### src/design/iprt_pkg.sv
`default_nettype none
package iprt_pkg;

  // table geometry
  localparam int ROWS    = 32;
  localparam int SLOTS   = 4;
  localparam int ENTRIES = ROWS * SLOTS;
  localparam int ADDR_W  = $clog2(ENTRIES);

  // field widths
  localparam int KIND_W     = 2;
  localparam int ROW_W      = 5;
  localparam int SLOT_W     = 2;
  localparam int TIME_W     = 32;
  localparam int CNT_W      = 8;
  localparam int SPR_W      = 3;
  localparam int TMO_W      = 16;
  localparam int ST_W       = 2;
  localparam int SCAN_R_W   = ROW_W + 1;
  localparam int SCAN_S_W   = SPR_W;
  localparam int CFG_IDX_W  = 2;
  localparam int CFG_DATA_W = 16;

  // item kinds
  localparam logic [KIND_W-1:0] KIND_RECORD  = 2'd0;
  localparam logic [KIND_W-1:0] KIND_RESPOND = 2'd1;
  localparam logic [KIND_W-1:0] KIND_CHECK   = 2'd2;

  // slot status codes
  localparam logic [ST_W-1:0] ST_PENDING   = 2'd0;
  localparam logic [ST_W-1:0] ST_RESPONDED = 2'd1;
  localparam logic [ST_W-1:0] ST_TIMEOUT   = 2'd2;

  // config register indexes
  localparam logic [CFG_IDX_W-1:0] CFG_LAST_ROW  = 2'd0;
  localparam logic [CFG_IDX_W-1:0] CFG_SLOTS_ROW = 2'd1;
  localparam logic [CFG_IDX_W-1:0] CFG_TIMEOUT   = 2'd2;

  // config reset values
  localparam logic [ROW_W-1:0] LAST_ROW_RST  = 5'd29;
  localparam logic [SPR_W-1:0] SLOTS_ROW_RST = 3'd3;
  localparam logic [TMO_W-1:0] TIMEOUT_RST   = 16'd10000;

  typedef enum logic [2:0] {
    S_IDLE,
    S_STEP,
    S_EVAL,
    S_DECIDE,
    S_OUT
  } state_t;

  typedef struct packed {
    logic load;        // capture item, apply record/respond, seed scan
    logic next_row;    // scan moves to slot 0 of next row
    logic issue_read;  // read table at scan position
    logic skip;        // non-pending slot passed
    logic calc_age;    // register age of pending slot
    logic fin_found;   // close check on a pending slot
    logic fin_done;    // close check with nothing pending
    logic emit;        // load output register
  } iprt_cmd_t;

  typedef struct packed {
    logic in_check;
    logic past_end;
    logic row_end;
    logic pending;
    logic out_busy;
  } iprt_sts_t;

endpackage
`default_nettype wire

### src/design/iprt_ctrl.sv
`default_nettype none
module iprt_ctrl
  import iprt_pkg::*;
(
  input  wire logic      clk,
  input  wire logic      rst,
  input  wire logic      in_valid,
  output logic           in_ready,
  input  wire iprt_sts_t sts,
  output iprt_cmd_t      cmd
);

  state_t state, state_next;

  always_ff @(posedge clk) begin
    if (rst) begin
      state <= S_IDLE;
    end else begin
      state <= state_next;
    end
  end

  always_comb begin
    state_next = state;
    cmd        = '0;
    in_ready   = 1'b0;
    case (state)
      S_IDLE: begin
        in_ready = !rst;
        if (in_valid && !rst) begin
          cmd.load   = 1'b1;
          state_next = sts.in_check ? S_STEP : S_OUT;
        end
      end
      S_STEP: begin
        if (sts.past_end) begin
          cmd.fin_done = 1'b1;
          state_next   = S_OUT;
        end else if (sts.row_end) begin
          cmd.next_row = 1'b1;
        end else begin
          cmd.issue_read = 1'b1;
          state_next     = S_EVAL;
        end
      end
      S_EVAL: begin
        if (sts.pending) begin
          cmd.calc_age = 1'b1;
          state_next   = S_DECIDE;
        end else begin
          cmd.skip   = 1'b1;
          state_next = S_STEP;
        end
      end
      S_DECIDE: begin
        cmd.fin_found = 1'b1;
        state_next    = S_OUT;
      end
      S_OUT: begin
        if (!sts.out_busy) begin
          cmd.emit   = 1'b1;
          state_next = S_IDLE;
        end
      end
      default: begin
        state_next = S_IDLE;
      end
    endcase
  end

endmodule
`default_nettype wire

### config.mk
export PLATFORM = sky130hd
export DESIGN_NAME = iprt_ctrl
export DESIGN_NICKNAME = d
export VERILOG_FILES = /design/src/design/iprt_pkg.sv /design/src/design/iprt_ctrl.sv
export SDC_FILE = /design/constraint.sdc
export NUM_CORES = 1
export LEC_CHECK = 0
export ABC_AREA = 1
export BUFFER_PORTS_ARGS = -buffer_cell sky130_fd_sc_hd__buf_2
export CORE_AREA = 2 2 39 41
export DETAILED_ROUTE_END_ITERATION = 8
export DIE_AREA = 0 0 41 43
export PLACE_DENSITY_LB_ADDON = 0.05
export SLEW_MARGIN = 10
export SYNTH_ARGS = -nofsm -noshare
export SYNTH_HDL_FRONTEND = slang
export SYNTH_SLANG_ARGS = --single-unit
### constraint.sdc
create_clock -name clk -period 0.91 [get_ports clk]
set_input_delay 0.1365 -clock clk [delete_from_list [all_inputs] [get_ports clk]]
set_output_delay 0.1365 -clock clk [all_outputs]
set_load 0.02 [all_outputs]
# After elaboration in Yosys (flattened, before gate mapping)

Cells that the tools add are included.

Divide/modulo/power cells: 0
Shifts and indexed selects: 0
Add/subtract/negate cells: 0
Equal/unequal tests: 7
Bitwise gates (word level): 0
Magnitude comparators: 0
Multiply operators: 0
Mux-type cells: 22
Reduce and logical (&&, ||, !) cells: 4

Operators by type and width:

| operator           | count |
|---|---|
| $mux 3             | 5 |
| $pmux 3 s5         | 1 |
| $mux 1             | 12 |
| $mux 2             | 4 |
| $eq 3x2->1 const B | 2 |
| $ne 2x2->1 const B | 2 |
| $eq 3x1->1 const B | 1 |
| $eq 3x3->1 const B | 1 |
| $logic_not 3->1    | 1 |
| $ne 3x3->1 const B | 1 |
| $reduce_and 3->1   | 1 |
| $logic_and 1x1->1  | 1 |
| $logic_not 1->1    | 1 |

ROM bits: 0
Word-level logic and storage cells: 34
Memories kept: 0
Register bits: 3
Latch bits: 0
Memory bits (writable): 0
Bits of input ports: 8
Output and inout port bits: 9

# Depth between registers and ports, before layout

Gate-level depths: netlist of run 1.

Depth in word-level cells: 4
Depth in mapped cells: 7
Mapped depth without buffers: 7

# Worst setup path before layout of run 1

OpenSTA, ideal clock, no wires.

Path type: reg-to-output
Start: reg state[0]
End: out cmd[2] in the netlist's numbering
Path buffers: 0
Data required time: 774 ps
Cell stages (with the launch flop): 3
Slack: -160 ps
Arrival: 934 ps
Cells stage by stage: dfxtp_1 inv_1 nor3_1

RTL lines:

| element                | RTL line        | text |
|---|---|---|
| from (decl)            | iprt_ctrl.sv:13 | `state_t state, state_next;` |
| from (signal assigned) | iprt_ctrl.sv:19 | `state <= state_next;` |
| to (decl)              | iprt_ctrl.sv:10 | `output iprt_cmd_t cmd` |

# Worst setup path after layout of run 1

Start: reg state[0]
End: out in_ready

Longest elaborated chain between the ends: 2

RTL lines:

| element         | RTL line        | text |
|---|---|---|
| $logic_not 3->1 | iprt_ctrl.sv:27 | `case (state)` |
| $mux 1          | iprt_ctrl.sv:27 |  |
| to (decl)       | iprt_ctrl.sv:8  | `output logic in_ready,` |

Every way passes these cells.

==> flow_summary_export.csv, run 1 <==
group,metric,value,unit
sta,slew_headroom,0.888,
grt,grt_usage,0.110,
worst_setup_path,crit_fanout,4,
worst_setup_path,critPathSlowestCell,"dfxtp_4",
flow_run,maxCapViolCount,0,
finish,reg_top3,"state x3",
route,viasPerCell,4.33,
finish,final_cells,92,
cts,htreeDepth,1,
floorplan,die_area,0.00176,mm²
route,drc,0,
finish,regMostFlops,"state",
yosys,yosysTopAreaCell,"dfxtp_1",
grt,antenna_found_initial,0,
worst_setup_path,end_kind,"output pin",
sta,finClkSkew,0.00412,ns
worst_setup_path,reg2reg_depth,7,
yosys,avgSynthCellArea,6.01,µm²
cts,clock-sinks,3,
route,routed_wl,856,µm
worst_setup_path,slowest_delay,0.35,ns
worst_setup_path,path_class,"reg -> out",
cts,cts_made_buffers,3,
floorplan,start_util,0.200,
yosys,postSynthCellCount,46,
finish,drive_above_1_share,0.763,
finish,largest_reg_flops,3,
worst_setup_path,reg2reg_to,"state[2]",
grt,grt_pass1_vias,367,
sta,fmax,838,MHz
sta,final-max-slew-violation-count,0,
floorplan,dieHeight,43,µm
worst_setup_path,path_common_cell,"nor2_4",
worst_setup_path,rr_startpoint,"state[0]",
place,dp_hpwl,700,µm
hold_path,min_from,"rst",
yosys,synth_seq_cells,3,
sta,post-route-min-period,1.19,ns
floorplan,row_count,14,
grt,grt-ovfl-total,0,
yosys,ys_top_cells_by_area,"dfxtp_1, nor2_1, inv_1",
cts,cts_root_buf,"clkbuf_4",
place,portBuffers,16,
place,dp.cells,83,
yosys,synth_top_area_share,0.217,
cts,cts_tree,"yes",
route,drtIter0Drc,0,
cts,cts_buffer_depth,2,
sta,min_period_over_period,1.31,
yosys,synth_cell_types,16,
yosys,synthesis.area,277,µm²
route,ant_nets,0,
hold_path,worst_hold_path_type,"in -> reg",
pwr,ir_worst_vdd,0.653,mV
sta,setup_tns,-2.79,ns
sta,setup_viol,12,
sta,worst_pin_slew,0.167,ns
sta,timing.final.ws_setup,-0.284,ns
floorplan,die_x,41,µm
place,finalWeightedCongestion,0.712,
hold_path,hold_depth,4,
pwr,p_leak,0.299,nW
cts,path_clk_slew,0.04,ns
cts,clkLatencyLatePin,0.23,ns
route,dr.pass1.iters,1,
yosys,syn-num-nets,54,
finish,num_antenna_cells,0,
sta,grt_setup_unrepaired,"true",
worst_setup_path,required,0.77,ns
hold_path,whs_endpoint,"state[0]",
floorplan,core_area,0.00138,mm²
finish,synthToLayoutAreaGrowth,143,%
finish,finalInstanceArea,672,µm²
grt,grt_pass1_wl,1.32,mm
pwr,power_density,1480,mW/mm²
run_status,outcome,"finished, violations left",
finish,nNetsFinal,85,
run_status,violations,"setup timing",
yosys,yosysWarnings,0,
worst_setup_path,rrSetupSlack,-0.21,ns
route,wire_per_inst,9.30,µm
grt,grt_max_degree,6,
cts,hold_buffers,0,
worst_setup_path,crit_path_start_kind,"flip-flop",
finish,n_fill_cell,145,
yosys,ys_seq_area_frac,0.217,
floorplan,ios,17,
worst_setup_path,cp_data_arrival_time,1.06,ns
worst_setup_path,cp_cell_sequence,"nor2_4 -> nand2_4 -> nor2_4 -> buf_6",
sta,finalHoldViolCount,0,
route,vias,398,
place,place_area,465,µm²
what timing repair did:
item                       4_1_cts  5_1_grt
pin swaps                        6        4
gates resized for setup         22       18
setup buffers                    5        0
setup endpoints to repair       12       12
cell type report:
cell class                      instances  area [µm²]  share of cell area
Clock buffer                            4        26.3              0.0391
Inverter                                8        37.5              0.0559
Multi-Input combinational cell         35         302               0.449
Sequential cell                         3        71.3               0.106
Tap cell                               16        20.0              0.0298
Timing Repair Buffer                   26         215               0.320
cells by family after synthesis:
group / Yosys count / share of synthesized area
AOI/OAI and AO/OA: 5 / 0.113
buffers and inverters: 8 / 0.109
DFF: 3 / 0.217
and+or+nand+nor: 30 / 0.561
cells in the mapped netlist:
library cell  count
nand2_2           1
nor2_1           10
o21ai_0           2
nor3_1            1
nand3_1           4
nand3b_1          1
nand3_2           2
a21oi_2           1
dfxtp_1           3
o211ai_1          1
nand2_1           6
nor2_4            1
nor2_2            4
a21oi_1           1
inv_1             7
inv_2             1
routing by layer:
metal | vias up | global-route usage | part of all wire
li1 | 206 | - | -
met1 | 182 | 0.131 | 0.37
met2 | 10 | 0.178 | 0.57
met3 | 0 | 0.0157 | 0.061
met4 | 0 | 0.0600 | 0
met5 | - | 0 | 0
worst max-delay path, delay by kind of cell, from the launching register on:
kind / cells / cell delay, ns
simple gates: 3 / 0.36
buf+inv: 1 / 0.12
flops: 1 / 0.35
power breakdown:
part / internal, mW / switching, mW
logic: 0.272 / 0.298
clock network: 0.164 / 0.0685
registers: 0.154 / 0.0356
cell usage in the layout, fill, tap and decap left out, types with 2 or more instances in the layout:
cell      instances
buf_2             7
buf_4             9
buf_6            10
clkbuf_4          3
dfxtp_4           3
inv_1             5
nand2_1           4
nand2_2           2
nand3_2           3
nand3_4           2
nor2_1            2
nor2_2            2
nor2_4           11
o21ai_0           2
per-stage QoR:
step	hold slack (ns)	utilization	total power [mW]	setup slack [ns]
final	0.182	0.486	0.992	-0.284
after CTS	0.174	0.433	0.930	-0.307
after global placement	0.418	0.336	0.579	-0.226
after detailed placement	0.422	0.336	0.573	-0.201
after floorplan	0.199	-	0.440	-0.0942
after global routing	0.200	0.486	1.06	-0.335
how the worst max path moves through the flow:
| stage | from | endpoint | depth (start not counted) |
|---|---|---|---|
| 6_report | state[0] | in_ready | 4 |
| 5_1_grt | state[0] | in_ready | 4 |
| 4_1_cts | state[1] | cmd[0] | 4 |
| 3_5_place_dp | state[0] | cmd[5] | 5 |
| 3_3_place_gp | state[0] | cmd[5] | 5 |
| 2_1_floorplan | state[2] | state[2] | 6 |
Power figures use the tool's default switching activity.
==> run 2: changes to the inputs <==
GPL_ROUTABILITY_DRIVEN = 0   (was unset)
PLACE_DENSITY_LB_ADDON = 0.1   (was 0.05)
==> flow_summary_export.csv, run 2 (synthesis results as in run 1) <==
group,metric,value,unit
pwr,p_leak,0.279,nW
sta,finalHoldViolCount,0,
cts,clkLatencyLatePin,0.23,ns
sta,setup_viol,12,
cts,clock-sinks,3,
sta,slew_headroom,0.877,
finish,n_fill_cell,153,
pwr,power_density,1480,mW/mm²
grt,grt_pass1_wl,1.35,mm
cts,path_clk_slew,0.04,ns
place,place_area,465,µm²
finish,largest_reg_flops,3,
pwr,p_int,0.540,mW
worst_setup_path,crit_fanout,5,
grt,grt_usage,0.116,
finish,regMostFlops,"state",
route,ant_nets,0,
grt,top_usage_layer,"met2",
grt,use_met2,0.163,
finish,nNetsFinal,83,
finish,finalInstanceArea,602,µm²
sta,finClkSkew,0.00186,ns
worst_setup_path,path_class,"reg -> out",
worst_setup_path,crit_path_start_kind,"flip-flop",
run_status,violations,"setup timing",
sta,holdWs,0.187,ns
sta,worst_pin_slew,0.183,ns
sta,fmax,834,MHz
finish,reg_top3,"state x3",
cts,cts_buffer_depth,2,
pwr,power,0.892,mW
sta,timing.final.ws_setup,-0.289,ns
finish,final_util,0.435,
worst_setup_path,cp_data_arrival_time,1.06,ns
sta,min_period_over_period,1.32,
sta,post-route-min-period,1.20,ns
pwr,clock_power_share,0.254,
floorplan,die_x,41,µm
finish,synthToLayoutAreaGrowth,118,%
grt,met1_usage,0.126,
route,vias,377,
place,dp_hpwl,657,µm
cts,cts_tree,"yes",
cts,cts_made_buffers,3,
worst_setup_path,rr_startpoint,"state[2]",
finish,final_common_cell,"buf_4",
run_status,outcome,"finished, violations left",
flow_run,maxCapViolCount,0,
route,dr.pass1.iters,2,
hold_path,worst_hold_path_type,"in -> reg",
route,drc,0,
floorplan,ios,17,
route,drtIter0Drc,2,
floorplan,start_util,0.200,
finish,drive_above_1_share,0.716,
cts,hold_buffers,0,
pwr,swShare,0.395,
grt,grt_pass1_vias,359,
sta,final-max-slew-violation-count,0,
pwr,p_comb_frac,0.534,
place,portBuffers,16,
grt,grt_use_met3,0.0419,
finish,final_cell_mix,"buf_4, nor2_4, buf_2, buf_6, nand2_1",
worst_setup_path,required,0.77,ns
route,routed_wl,859,µm
floorplan,row_count,14,
route,wire_per_inst,9.54,µm
cts,cts_root_buf,"clkbuf_4",
grt,grt-ovfl-total,0,
worst_setup_path,end_kind,"output pin",
route,viasPerCell,4.19,
pwr,switchingPower,0.352,mW
sta,grt_setup_unrepaired,"true",
cts,htreeDepth,1,
hold_path,min_from,"rst",
worst_setup_path,critPathLaunch,"state[1]",
floorplan,die_area,0.00176,mm²
floorplan,dieHeight,43,µm
grt,grt_max_degree,6,
pwr,p_seq_frac,0.212,
finish,num_antenna_cells,0,
grt,antenna_found_initial,0,
pwr,ir_worst_vdd,0.767,mV
floorplan,core_area,0.00138,mm²
## run 2: what timing repair did
action                                  4_1_cts  5_1_grt
resized for setup                            18        9
pin swaps                                     5        3
setup buffers                                 2        1
endpoints found under the setup margin       12       12
## run 2: path summary, 6_finish.rpt
check,endpoint,slack (ns),cells past startpoint
max,cmd[7],-0.29,4
min,state[2],0.19,3
max reg2reg,state[1],-0.27,8
min reg2reg,state[0],0.64,3
## run 2: per-layer routing
metal	up-vias	part of all wire	wire length, µm
li1	203	-	-
met3	2	0.030	26
met4	0	0.026	22
met1	164	0.40	347
met5	-	0	0
met2	8	0.54	463
## run 2: area by class of cell
class,count,area (µm²),area share
Timing Repair Buffer,24,189,0.314
Multi-Input combinational cell,35,260,0.432
Tap cell,16,20.0,0.0333
Sequential cell,3,71.3,0.119
Inverter,8,35.0,0.0582
Clock buffer,4,26.3,0.0437
## run 2: critical path: stages (launching register included)
cell	delay (ns)
dfxtp_4	0.36
nor2_4	0.16
nand2_2	0.10
nor2_1	0.09
buf_4	0.14
## run 2: stage by stage
stage | setup TNS [ns] | setup WS [ns] | std cells
after floorplan | -0.481 | -0.0942 | 46
after global placement | -1.09 | -0.162 | 83
after detailed placement | -1.07 | -0.180 | 83
after CTS | -3.08 | -0.326 | 89
after global routing | -3.79 | -0.361 | 90
final | -3.03 | -0.289 | 90
## run 2: power by group through the flow
| stage | combinational [mW] | sequential, mW | clock, mW |
|---|---|---|---|
| after CTS | 0.427 | 0.182 | 0.241 |
| after detailed placement | 0.377 | 0.183 | 0 |
| after floorplan | 0.255 | 0.185 | 0 |
| final | 0.476 | 0.189 | 0.226 |
| after global placement | 0.381 | 0.183 | 0 |
| after global routing | 0.522 | 0.192 | 0.255 |
